## src/rtl/wqp_pkg.sv

```systemverilog
package wqp_pkg;

    // String limits
    localparam logic [6:0] SSID_MAX  = 7'd32;
    localparam logic [6:0] PSK_MAX   = 7'd79;
    localparam logic [6:0] VALUE_MAX = 7'd127;

    // Characters of interest
    localparam logic [7:0] CH_NUL    = 8'h00;
    localparam logic [7:0] CH_S      = 8'h53;
    localparam logic [7:0] CH_P      = 8'h50;
    localparam logic [7:0] CH_H      = 8'h48;
    localparam logic [7:0] CH_T      = 8'h54;
    localparam logic [7:0] CH_BSLASH = 8'h5C;
    localparam logic [7:0] CH_SEMI   = 8'h3B;
    localparam logic [7:0] CH_COLON  = 8'h3A;

    localparam logic [2:0] PREFIX_LEN = 3'd5;

    // Result kinds
    localparam logic [1:0] KIND_SSID    = 2'd0;
    localparam logic [1:0] KIND_PSK     = 2'd1;
    localparam logic [1:0] KIND_SUMMARY = 2'd2;

    // Parse status codes
    localparam logic [1:0] ST_OK         = 2'd0;
    localparam logic [1:0] ST_BAD_PREFIX = 2'd1;
    localparam logic [1:0] ST_NO_COLON   = 2'd2;
    localparam logic [1:0] ST_EMPTY_SSID = 2'd3;

    typedef enum logic [2:0] {
        PH_PREFIX = 3'd0,
        PH_KEY    = 3'd1,
        PH_COLON  = 3'd2,
        PH_VALUE  = 3'd3,
        PH_DONE   = 3'd4,
        PH_ERROR  = 3'd5
    } t_phase;

    typedef struct packed {
        logic [1:0] kind;
        logic [6:0] index;
        logic [7:0] value;
        logic [1:0] status;
        logic       hidden;
        logic       open;
        logic [5:0] ssid_len;
        logic [6:0] psk_len;
    } t_result;

    // Results caused by one input item; second slot used only when two is set
    typedef struct packed {
        logic    two;
        t_result res0;
        t_result res1;
    } t_pair;

    function automatic logic [7:0] prefix_char(input logic [2:0] idx);
        logic [7:0] c;
        case (idx)
            3'd0:    c = 8'h57; // W
            3'd1:    c = 8'h49; // I
            3'd2:    c = 8'h46; // F
            3'd3:    c = 8'h49; // I
            3'd4:    c = 8'h3A; // :
            default: c = 8'h00;
        endcase
        return c;
    endfunction

    function automatic logic [7:0] true_char(input logic [1:0] idx);
        logic [7:0] c;
        case (idx)
            2'd0:    c = 8'h74; // t
            2'd1:    c = 8'h72; // r
            2'd2:    c = 8'h75; // u
            default: c = 8'h65; // e
        endcase
        return c;
    endfunction

    function automatic logic [7:0] nopass_char(input logic [2:0] idx);
        logic [7:0] c;
        case (idx)
            3'd0:    c = 8'h6E; // n
            3'd1:    c = 8'h6F; // o
            3'd2:    c = 8'h70; // p
            3'd3:    c = 8'h61; // a
            3'd4:    c = 8'h73; // s
            3'd5:    c = 8'h73; // s
            default: c = 8'h00;
        endcase
        return c;
    endfunction

endpackage

```

## src/rtl/wqp_core.sv

```systemverilog
module wqp_core
    import wqp_pkg::*;
(
    input  logic       i_clk,
    input  logic       i_rst_n,
    input  logic       i_take,
    input  logic [7:0] i_byte,
    output logic       o_push,
    output t_pair      o_pair
);

    t_phase     r_phase, n_phase;
    logic [2:0] r_prefix_idx, n_prefix_idx;
    logic [7:0] r_key, n_key;
    logic       r_esc, n_esc;
    logic [6:0] r_pos, n_pos;
    logic       r_tm, n_tm;
    logic       r_nm, n_nm;
    logic [5:0] r_ssid_cnt, n_ssid_cnt;
    logic [6:0] r_psk_cnt, n_psk_cnt;
    logic       r_hid, n_hid;
    logic       r_open, n_open;
    logic [1:0] r_err, n_err;

    logic       is_nul;
    logic       vc_do;
    logic [7:0] vc_ch;
    logic       emit;
    logic [1:0] emit_kind;
    logic [6:0] pos_post;
    logic       tm_post;
    logic       nm_post;
    logic       commit_do;
    logic [5:0] ssid_fin;
    logic [6:0] psk_fin;
    logic       hid_fin;
    logic       open_fin;
    logic [1:0] st_fin;
    t_result    char_res;
    t_result    sum_res;

    always_comb begin
        is_nul = (i_byte == CH_NUL);
        vc_ch  = is_nul ? CH_BSLASH : i_byte;

        // a literal value character this cycle (a trailing backslash counts)
        vc_do = (r_phase == PH_VALUE) &&
                (r_esc || (!is_nul && i_byte != CH_BSLASH && i_byte != CH_SEMI));
        commit_do = (r_phase == PH_VALUE) && (is_nul || (!r_esc && i_byte == CH_SEMI));

        emit      = 1'b0;
        emit_kind = KIND_SSID;
        if (vc_do && r_pos < VALUE_MAX) begin
            if (r_key == CH_S && r_pos < SSID_MAX) begin
                emit = 1'b1;
            end else if (r_key == CH_P && r_pos < PSK_MAX) begin
                emit      = 1'b1;
                emit_kind = KIND_PSK;
            end
        end

        pos_post = r_pos;
        tm_post  = r_tm;
        nm_post  = r_nm;
        if (vc_do) begin
            if (r_pos < VALUE_MAX) begin
                pos_post = r_pos + 7'd1;
            end
            if (r_pos >= 7'd4 || true_char(r_pos[1:0]) != vc_ch) begin
                tm_post = 1'b0;
            end
            if (r_pos >= 7'd6 || nopass_char(r_pos[2:0]) != vc_ch) begin
                nm_post = 1'b0;
            end
        end

        ssid_fin = r_ssid_cnt;
        psk_fin  = r_psk_cnt;
        hid_fin  = r_hid;
        open_fin = r_open;
        if (commit_do) begin
            case (r_key)
                CH_S: ssid_fin = (pos_post > SSID_MAX) ? SSID_MAX[5:0] : pos_post[5:0];
                CH_P: psk_fin  = (pos_post > PSK_MAX) ? PSK_MAX : pos_post;
                CH_H: hid_fin  = tm_post && (pos_post == 7'd4);
                CH_T: open_fin = nm_post && (pos_post == 7'd6);
                default: ;
            endcase
        end

        case (r_phase)
            PH_PREFIX: st_fin = ST_BAD_PREFIX;
            PH_COLON:  st_fin = ST_NO_COLON;
            default:   st_fin = r_err;
        endcase
        if (st_fin == ST_OK && ssid_fin == 6'd0) begin
            st_fin = ST_EMPTY_SSID;
        end

        char_res        = '0;
        char_res.kind   = emit_kind;
        char_res.index  = r_pos;
        char_res.value  = vc_ch;

        sum_res         = '0;
        sum_res.kind    = KIND_SUMMARY;
        sum_res.status  = st_fin;
        if (st_fin == ST_OK) begin
            sum_res.hidden   = hid_fin;
            sum_res.open     = open_fin;
            sum_res.ssid_len = ssid_fin;
            sum_res.psk_len  = open_fin ? 7'd0 : psk_fin;
        end

        o_push = emit || is_nul;
        o_pair = '0;
        if (is_nul && emit) begin
            o_pair.two  = 1'b1;
            o_pair.res0 = char_res;
            o_pair.res1 = sum_res;
        end else if (is_nul) begin
            o_pair.res0 = sum_res;
        end else begin
            o_pair.res0 = char_res;
        end
    end

    always_comb begin
        n_phase      = r_phase;
        n_prefix_idx = r_prefix_idx;
        n_key        = r_key;
        n_esc        = r_esc;
        n_pos        = pos_post;
        n_tm         = tm_post;
        n_nm         = nm_post;
        n_ssid_cnt   = ssid_fin;
        n_psk_cnt    = psk_fin;
        n_hid        = hid_fin;
        n_open       = open_fin;
        n_err        = r_err;

        if (is_nul) begin
            n_phase      = PH_PREFIX;
            n_prefix_idx = 3'd0;
            n_key        = 8'd0;
            n_esc        = 1'b0;
            n_pos        = 7'd0;
            n_tm         = 1'b1;
            n_nm         = 1'b1;
            n_ssid_cnt   = 6'd0;
            n_psk_cnt    = 7'd0;
            n_hid        = 1'b0;
            n_open       = 1'b0;
            n_err        = ST_OK;
        end else begin
            case (r_phase)
                PH_PREFIX: begin
                    if (r_prefix_idx < PREFIX_LEN && prefix_char(r_prefix_idx) == i_byte) begin
                        n_prefix_idx = r_prefix_idx + 3'd1;
                        if (n_prefix_idx == PREFIX_LEN) begin
                            n_phase = PH_KEY;
                        end
                    end else begin
                        n_err   = ST_BAD_PREFIX;
                        n_phase = PH_ERROR;
                    end
                end
                PH_KEY: begin
                    if (i_byte == CH_SEMI) begin
                        n_phase = PH_DONE;
                    end else begin
                        n_key   = i_byte;
                        n_phase = PH_COLON;
                    end
                end
                PH_COLON: begin
                    if (i_byte == CH_COLON) begin
                        n_phase = PH_VALUE;
                        n_esc   = 1'b0;
                        n_pos   = 7'd0;
                        n_tm    = 1'b1;
                        n_nm    = 1'b1;
                    end else begin
                        n_err   = ST_NO_COLON;
                        n_phase = PH_ERROR;
                    end
                end
                PH_VALUE: begin
                    if (r_esc) begin
                        n_esc = 1'b0;
                    end else if (i_byte == CH_BSLASH) begin
                        n_esc = 1'b1;
                    end else if (i_byte == CH_SEMI) begin
                        n_phase = PH_KEY;
                    end
                end
                default: ;
            endcase
        end
    end

    always_ff @(posedge i_clk) begin
        if (!i_rst_n) begin
            r_phase      <= PH_PREFIX;
            r_prefix_idx <= 3'd0;
            r_key        <= 8'd0;
            r_esc        <= 1'b0;
            r_pos        <= 7'd0;
            r_tm         <= 1'b1;
            r_nm         <= 1'b1;
            r_ssid_cnt   <= 6'd0;
            r_psk_cnt    <= 7'd0;
            r_hid        <= 1'b0;
            r_open       <= 1'b0;
            r_err        <= ST_OK;
        end else if (i_take) begin
            r_phase      <= n_phase;
            r_prefix_idx <= n_prefix_idx;
            r_key        <= n_key;
            r_esc        <= n_esc;
            r_pos        <= n_pos;
            r_tm         <= n_tm;
            r_nm         <= n_nm;
            r_ssid_cnt   <= n_ssid_cnt;
            r_psk_cnt    <= n_psk_cnt;
            r_hid        <= n_hid;
            r_open       <= n_open;
            r_err        <= n_err;
        end
    end

endmodule

```

## src/rtl/wifi_qr_payload_parser.sv

```systemverilog
// Channel | Direction | Handshake          | Payload
// input   | in        | i_valid / o_ready  | i_text_byte
// result  | out       | o_valid / i_ready  | o_item_kind .. o_last_of_run
//
// One byte accepted per cycle while o_ready is high. Parser state updates at
// the accepting edge; the byte's results enter a two-entry result queue behind
// any entries already held. A zero byte after a trailing backslash in an S or
// P value below its limit yields two results, the character then the summary.
// o_ready drops only when the queue holds two entries. Synchronous active-low
// reset empties the queue and restarts the parser at the prefix check.
module wifi_qr_payload_parser
    import wqp_pkg::*;
(
    input  logic       i_clk,
    input  logic       i_rst_n,
    input  logic       i_valid,
    output logic       o_ready,
    input  logic [7:0] i_text_byte,
    output logic       o_valid,
    input  logic       i_ready,
    output logic [1:0] o_item_kind,
    output logic [6:0] o_char_index,
    output logic [7:0] o_char_value,
    output logic [1:0] o_parse_status,
    output logic       o_hidden_network,
    output logic       o_open_network,
    output logic [5:0] o_ssid_length,
    output logic [6:0] o_psk_length,
    output logic       o_last_of_run
);

    logic    take;
    logic    push;
    logic    pop;
    t_pair   core_pair;
    t_pair   head;
    t_result cur;

    t_pair      r_fifo [2];
    logic       r_wr_ptr;
    logic       r_rd_ptr;
    logic [1:0] r_count;
    logic       r_sub;
    logic [1:0] n_count;

    assign o_ready = (r_count != 2'd2);
    assign take    = i_valid && o_ready;

    wqp_core u_core (
        .i_clk  (i_clk),
        .i_rst_n(i_rst_n),
        .i_take (take),
        .i_byte (i_text_byte),
        .o_push (push),
        .o_pair (core_pair)
    );

    always_comb begin
        head    = r_fifo[r_rd_ptr];
        cur     = r_sub ? head.res1 : head.res0;
        o_valid = (r_count != 2'd0);
        pop     = o_valid && i_ready && (!head.two || r_sub);
        n_count = r_count + {1'b0, take && push} - {1'b0, pop};

        o_item_kind      = cur.kind;
        o_char_index     = cur.index;
        o_char_value     = cur.value;
        o_parse_status   = cur.status;
        o_hidden_network = cur.hidden;
        o_open_network   = cur.open;
        o_ssid_length    = cur.ssid_len;
        o_psk_length     = cur.psk_len;
        o_last_of_run    = r_sub || !head.two;
    end

    always_ff @(posedge i_clk) begin
        if (take && push) begin
            r_fifo[r_wr_ptr] <= core_pair;
        end
    end

    always_ff @(posedge i_clk) begin
        if (!i_rst_n) begin
            r_wr_ptr <= 1'b0;
            r_rd_ptr <= 1'b0;
            r_count  <= 2'd0;
            r_sub    <= 1'b0;
        end else begin
            r_count <= n_count;
            if (take && push) begin
                r_wr_ptr <= ~r_wr_ptr;
            end
            if (pop) begin
                r_rd_ptr <= ~r_rd_ptr;
                r_sub    <= 1'b0;
            end else if (o_valid && i_ready) begin
                r_sub <= 1'b1;
            end
        end
    end

    a_count_bound: assert property (@(posedge i_clk) disable iff (!i_rst_n)
        r_count != 2'd3)
        else $error("result queue overfilled");

    a_char_clean: assert property (@(posedge i_clk) disable iff (!i_rst_n)
        o_valid && o_item_kind != KIND_SUMMARY |->
            o_parse_status == ST_OK && o_ssid_length == 6'd0 && o_psk_length == 7'd0)
        else $error("character item carries summary fields");

    a_summary_last: assert property (@(posedge i_clk) disable iff (!i_rst_n)
        o_valid && o_item_kind == KIND_SUMMARY |-> o_last_of_run)
        else $error("summary not last of run");

    a_ssid_index: assert property (@(posedge i_clk) disable iff (!i_rst_n)
        o_valid && o_item_kind == KIND_SSID |-> o_char_index < SSID_MAX)
        else $error("ssid index beyond limit");

    a_sub_second: assert property (@(posedge i_clk) disable iff (!i_rst_n)
        r_sub |-> o_valid && head.two)
        else $error("second result selected without a pair");

endmodule
```

## config.mk

```make
export PLATFORM = sky130hd
export DESIGN_NAME = wifi_qr_payload_parser
export DESIGN_NICKNAME = d
export VERILOG_FILES = /design/src/rtl/wqp_pkg.sv /design/src/rtl/wqp_core.sv /design/src/rtl/wifi_qr_payload_parser.sv
export SDC_FILE = /design/constraint.sdc
export NUM_CORES = 1
export LEC_CHECK = 0
export ABC_AREA = 1
export BUFFER_PORTS_ARGS = -buffer_cell sky130_fd_sc_hd__buf_2
export CORE_UTILIZATION = 44
export CTS_CLUSTER_DIAMETER = 120
export DETAILED_ROUTE_END_ITERATION = 7
export PLACE_DENSITY_LB_ADDON = 0.3
export SLEW_MARGIN = 20
export SYNTH_ARGS = -nofsm -noshare
export SYNTH_HDL_FRONTEND = slang
export SYNTH_HIERARCHICAL = 1
export SYNTH_SLANG_ARGS = --single-unit
```

## constraint.sdc

```tcl
create_clock -name i_clk -period 4.6 [get_ports i_clk]
set_clock_uncertainty 0.1 [all_clocks]
set_input_delay 0.46 -clock i_clk [delete_from_list [all_inputs] [get_ports i_clk]]
set_output_delay 0.46 -clock i_clk [all_outputs]
set_load 0.01 [all_outputs]
```

Yosys cells after proc, flatten, opt, wreduce, memory -nomap -nowiden --
Memory sizes are Yosys's and may differ from the RTL's. A register that Yosys moved wholly into a read port is not among the register bits. Index checks and enable logic that the tools add are counted.
Operators by class: $add $sub $neg 4, $mul 0, divide/modulo/power cells 0, order comparisons 8, equality and inequality tests 38, shift-type cells 0, mux-type cells 80, bitwise gates (word level) 3, reduce and logical (&&, ||, !) cells 49
Operator list (count):
- $mux W34 | 4
- $mux W7 | 10
- $mux W8 | 8
- $eq A8 B7 Y1 const B | 5
- $pmux W7 S5 | 1
- $mux W3 | 11
- $mux W1 | 29
- $pmux W7 S4 | 1
- $mux W6 | 4
- $eq A3 B2 Y1 const B | 6
- $logic_and A1 B1 Y1 | 17
- $eq A8 B6 Y1 const B | 2
- $ne A8 B8 Y1 | 2
- $mux W15 | 1
- $pmux W5 S3 | 1
- $eq A7 B3 Y1 const B | 2
- $ge A7 B3 Y1 const B | 2
- $lt A7 B7 Y1 const B | 2
- $eq A3 B3 Y1 const B | 4
- $mux W2 | 6
- $ne A3 B2 Y1 const B | 4
- $pmux W3 S4 | 1
- $eq A3 B1 Y1 const B | 3
- $logic_not A3 Y1 | 3
- 33 further kinds | 53
Storage, ports and cells: register bits 46, latch bits 0, RAM bits 138, memory bits (read-only) 0, output and inout bits 37, word-level logic and storage cells 199, memories 1
Memory list:
- r_fifo | depth 2, bits a word 69, rd ports 1, clocked after memory_dff 1, wr ports 1, RTL line wifi_qr_payload_parser.sv:39 | t_pair r_fifo [2];

Logic depth before layout (Yosys ltp) --
depth after elaboration 18, depth in mapped cells 20, depth with buffers taken out 20

Hierarchy --
The synthesis kept the hierarchy.
By module, submodules not included:
- wifi_qr_payload_parser | times used 1, cells each 376, area each 5420.2 µm², seq. area each 4264.1 µm²
- wqp_core | times used 1, cells each 603, area each 3656.0 µm², seq. area each 820.8 µm²

Least setup slack after synthesis --
No wires, ideal clock.
path type input to register, start in i_text_byte[7], end mem r_fifo[0][0] in the netlist's numbering (enable), library setup time 497 ps, arrival 4327 ps, required time 4003 ps, setup slack -324 ps, stages on the path 12, buffers on the path 0, cells stage by stage inv_1 nand2_1 nor2_1 nand2_2 nand2_1 nand2_2 nand3_4 nor2_1 o21ai_0 nand2_1 nand3_1 nor2_1
Between the ends: longest elaborated chain between the ends 12, elaborated cells between the ends (all ways) 14, classes of those cells eq/ne: 2; mux: 3; reduce/logical: 9
RTL lines:
- start, declared | RTL line wifi_qr_payload_parser.sv:18 | input logic [7:0] i_text_byte,
- $logic_not A8 Y1 | RTL line wqp_core.sv:43 | is_nul = (i_byte == CH_NUL);
- $logic_not A1 Y1 | RTL line wqp_core.sv:48 | (r_esc || (!is_nul && i_byte != CH_BSLASH && i_byte != CH_SEMI));
- $logic_and A1 B1 Y1 (2 in a row) | RTL line wqp_core.sv:48
- $logic_or A1 B1 Y1 | RTL line wqp_core.sv:48
- $logic_and A1 B1 Y1 | RTL line wqp_core.sv:47 | vc_do = (r_phase == PH_VALUE) &&
- $logic_and A1 B1 Y1 | RTL line wqp_core.sv:53 | if (vc_do && r_pos < VALUE_MAX) begin
- $mux W1 | RTL line wqp_core.sv:53
- $logic_or A1 B1 Y1 (*) | RTL line wqp_core.sv:115 | o_push = emit || is_nul;
- via push | RTL line wifi_qr_payload_parser.sv:33 | logic push;
- $logic_and A1 B1 Y1 (*) | RTL line wifi_qr_payload_parser.sv:77 | if (take && push) begin
- $mux W1 (*) | RTL line wifi_qr_payload_parser.sv:77
- $mux W1 (not written as such) (*) | RTL line wifi_qr_payload_parser.sv:78 | r_fifo[r_wr_ptr] <= core_pair;
- end, declared | RTL line wifi_qr_payload_parser.sv:39
The timed path passes the listed nets; every way through them passes the cells marked *.

Final worst setup path --
start in i_text_byte[1], end mem r_fifo[1][15] in the netlist's numbering (enable)
The elaborated chain is that of the path after synthesis.

==> run_results.csv <==
group,metric,value,unit
detailed_routing,post_detailed_route_count_of_antenna_violating_nets,0,
clock_tree,cts_tree,"done",
placement,number_of_placed_instances_taps_included,1259,
synth,total_number_of_yosys_warnings,6,
detailed_routing,dr_total_vias,6767,
critical_path,worst_setup_path_end_kind,"register",
clock_tree,clock_sinks,185,
synth,synth_top_flop_cell,"sky130_fd_sc_hd__edfxtp_1",
global_routing,grt_pass1_wl,32500,um
critical_path,required,4.62,ns
detailed_routing,wirelength,20200,um
timing,timing_max_transition_violations_final,0,
floorplanning,num_rows,52,
detailed_routing,route.detailed.wl_per_inst,15.7,um
timing,achievable-frequency,321,MHz
placement,gpl_congestion,0.950,
job,maxCapViolations,0,
synth,synth-edff-count,138,
power_and_ir_drop,vdd.ir_drop.worst,266,uV
cells_and_area,n_antenna_cell,0,
critical_path,crit_path_start_kind,"input port",
power_and_ir_drop,powerDensity,350,nW/um^2
synth,synth_seq_cells,185,
timing,tightest_slew,1.11,ns
global_routing,grt.overflow.total,0,
global_routing,grt_start_max_net_pins,70,
run_status,status,"finished clean",
clock_tree,clock_latency,0.43,ns
detailed_routing,post-route-drc-count,0,
timing,rsz_0062_raised_after_global_routing,"false",
synth,synth.largest_area_cell,"sky130_fd_sc_hd__edfxtp_1",
floorplanning,top_level_ports,49,
clock_tree,cts.root.buffer_cell,"sky130_fd_sc_hd__clkbuf_16",
synth,synth_async_reset_ratio,0,%
clock_tree,count_of_instances_resized_after_the_clock_tree_is_built,0,
timing,setup_viol_count_final,0,
clock_tree,post_cts.repair.setup_buffers,0,
synth,post_synthesis_cell_area,9080,um^2
placement,place_hpwl,13400,um
clock_tree,cts_hold_buf,0,
clock_tree,clkSlewWorstSetupHoldPaths,0.07,ns
power_and_ir_drop,power.total,3.52,mW
critical_path,critical_path_peak_fanout,41,
cells_and_area,layout_common_cells,"sky130_fd_sc_hd__nor2_1 (168), sky130_fd_sc_hd__nand2_1 (149), sky130_fd_sc_hd__edfxtp_1 (138), sky130_fd_sc_hd__o21ai_0 (92), sky130_fd_sc_hd__inv_1 (65)",
floorplanning,placeableCoreArea,20200,um^2
floorplanning,floorplan.die_area,21200,um^2
floorplanning,fp.dieH,146,um
timing,fin_crit_period,3.12,ns
timing,finalCritPeriodShare,67.7,%
synth,yosys.area.top_type_share,45.7,%
global_routing,first_global_vias,6259,
synth,ys_top_cells_by_area,"sky130_fd_sc_hd__edfxtp_1 (46%), sky130_fd_sc_hd__dfxtp_1 (10%), sky130_fd_sc_hd__nor2_1 (7.0%)",
synth,synth_cell_type_count,45,
cells_and_area,layout_cells_sized_above_1,16.2,%
timing,slew_headroom,26.1,%
detailed_routing,detail_route.vias_per_cell,5.24,
power_and_ir_drop,leakage,3.96,nW
critical_path,critical_path_arrival,3.14,ns
floorplanning,initial_utilization,44.9,%
worst_hold_path,min-delay-path-class,"in -> reg",
global_routing,antenna_violations_before_repair,0,
clock_tree,max-clock-path-buffers,2,
clock_tree,htreeDepth,4,
critical_path,worst-setup-path-type,"in -> reg",
synth,syn-instance-count,979,
global_routing,grt_usage,19.6,%
synth,yosysSeqAreaShare,56.0,%
detailed_routing,drtIter0Drc,559,
timing,timing_hold_violations_final,0,
clock_tree,numCtsBuffers,17,
cells_and_area,layout.filler_cells,1880,
cells_and_area,layout.cells.most_common,"sky130_fd_sc_hd__nor2_1",
floorplanning,die-width,146,um
cells_and_area,area_growth,10.9,%
synth,syn_area_per_cell,9.27,um^2
cells_and_area,finish.net_count,1031,
placement,place.port_buffers,48,
cells_and_area,final_cell_count_no_fill,1291,
detailed_routing,detailedRoute.firstPassIterationCount,5,
critical path: stages:
cell                      delay, ns
sky130_fd_sc_hd__buf_2         0.19
sky130_fd_sc_hd__inv_2         0.10
sky130_fd_sc_hd__nand2_2       0.08
sky130_fd_sc_hd__nor2_1        0.05
sky130_fd_sc_hd__nand2_2       0.33
sky130_fd_sc_hd__nand2_1       0.12
sky130_fd_sc_hd__nand2_2       0.10
sky130_fd_sc_hd__nand3_4       0.14
sky130_fd_sc_hd__nor2_1        0.15
sky130_fd_sc_hd__o21ai_0       0.13
sky130_fd_sc_hd__nand2_1       0.11
sky130_fd_sc_hd__nand3_1       0.27
sky130_fd_sc_hd__nor2_4        0.55
sky130_fd_sc_hd__buf_12        0.32
area by class of cell:
class / instances / area [um^2] / area share (%)
clock buffer: 17 / 425 / 4.22
clock inverter: 15 / 204 / 2.03
inverter: 82 / 313 / 3.11
multi-input combinational: 663 / 3330 / 33.1
sequential: 185 / 5090 / 50.5
tap: 270 / 338 / 3.35
timing repair buffer: 59 / 373 / 3.70
cells by family (layout without fill, tap and decap cells):
logic type,after synthesis,in the layout,share of synthesized area (%)
DFF,185,185,56.0
and+or+nand+nor,435,435,22.0
AOI/OAI and AO/OA,193,193,11.6
adders and majority gates,11,11,1.52
other,1,16,0.0413
buffers and inverters,146,173,8.06
xor gates and xnor gates,8,8,0.772
flip-flops by register name, summed over array words and instances (netlist names), named ones only:
name / count
r_count: 2
r_fifo: 138
r_rd_ptr: 1
r_sub: 1
r_wr_ptr: 1
u_core/r_err: 2
u_core/r_esc: 1
u_core/r_hid: 1
u_core/r_key: 8
u_core/r_nm: 1
u_core/r_open: 1
u_core/r_phase: 3
u_core/r_pos: 7
u_core/r_prefix_idx: 3
u_core/r_psk_cnt: 7
u_core/r_ssid_cnt: 6
u_core/r_tm: 1
through the flow:
stage / setup slack, ns / hold slack (ns) / TNS, ns / util [%] / cell area, um^2
6_report: 1.48 / 0.170 / 0 / 49.8 / 10100
3_3_place_gp: 1.15 / 0.344 / 0 / 46.7 / 9440
5_1_grt: 1.29 / 0.154 / 0 / 49.8 / 10100
4_1_cts: 1.52 / 0.147 / 0 / 49.8 / 10100
2_1_floorplan: -0.324 / 0.334 / -44.74 / - / 9130
3_5_place_dp: 1.08 / 0.351 / 0 / 46.7 / 9440
worst paths after layout:
check                 startpoint             endpoint  slack (ns)  cells after the start
max               i_text_byte[1]        r_fifo[1][15]        1.48                     14
min reg2reg  u_core/r_psk_cnt[6]  u_core/r_psk_cnt[6]        0.37                      2
max reg2reg      u_core/r_key[7]        r_fifo[1][15]        1.49                     12
min               i_text_byte[7]        r_fifo[1][58]        0.17                      1
power breakdown:
group	switching [mW]	total [mW]	internal, mW
clock network	0.689	1.52	0.834
logic	0.144	0.196	0.0517
registers	0.0123	1.80	1.79
layer usage:
layer | track usage (%) | up-vias | wire length (um)
met5 | 0 | - | 0
met4 | 7.26 | 0 | 395
met3 | 3.70 | 26 | 794
met2 | 30.9 | 137 | 9400
met1 | 26.9 | 3251 | 9640
li1 | - | 3353 | -
synthesized netlist by cell type, types with 6 or more instances:
library cell / count
sky130_fd_sc_hd__a21oi_1: 44
sky130_fd_sc_hd__buf_2: 14
sky130_fd_sc_hd__buf_4: 25
sky130_fd_sc_hd__clkbuf_1: 16
sky130_fd_sc_hd__dfxtp_1: 47
sky130_fd_sc_hd__edfxtp_1: 138
sky130_fd_sc_hd__ha_1: 11
sky130_fd_sc_hd__inv_1: 65
sky130_fd_sc_hd__inv_2: 15
sky130_fd_sc_hd__nand2_1: 149
sky130_fd_sc_hd__nand2_2: 17
sky130_fd_sc_hd__nand3_1: 42
sky130_fd_sc_hd__nand3_2: 14
sky130_fd_sc_hd__nand4_1: 9
sky130_fd_sc_hd__nor2_1: 170
sky130_fd_sc_hd__nor2_2: 6
sky130_fd_sc_hd__nor3_1: 8
sky130_fd_sc_hd__o21ai_0: 92
sky130_fd_sc_hd__o22ai_1: 36
sky130_fd_sc_hd__or2_2: 6
sky130_fd_sc_hd__xor2_1: 6
Power figures use the tool's default switching activity.
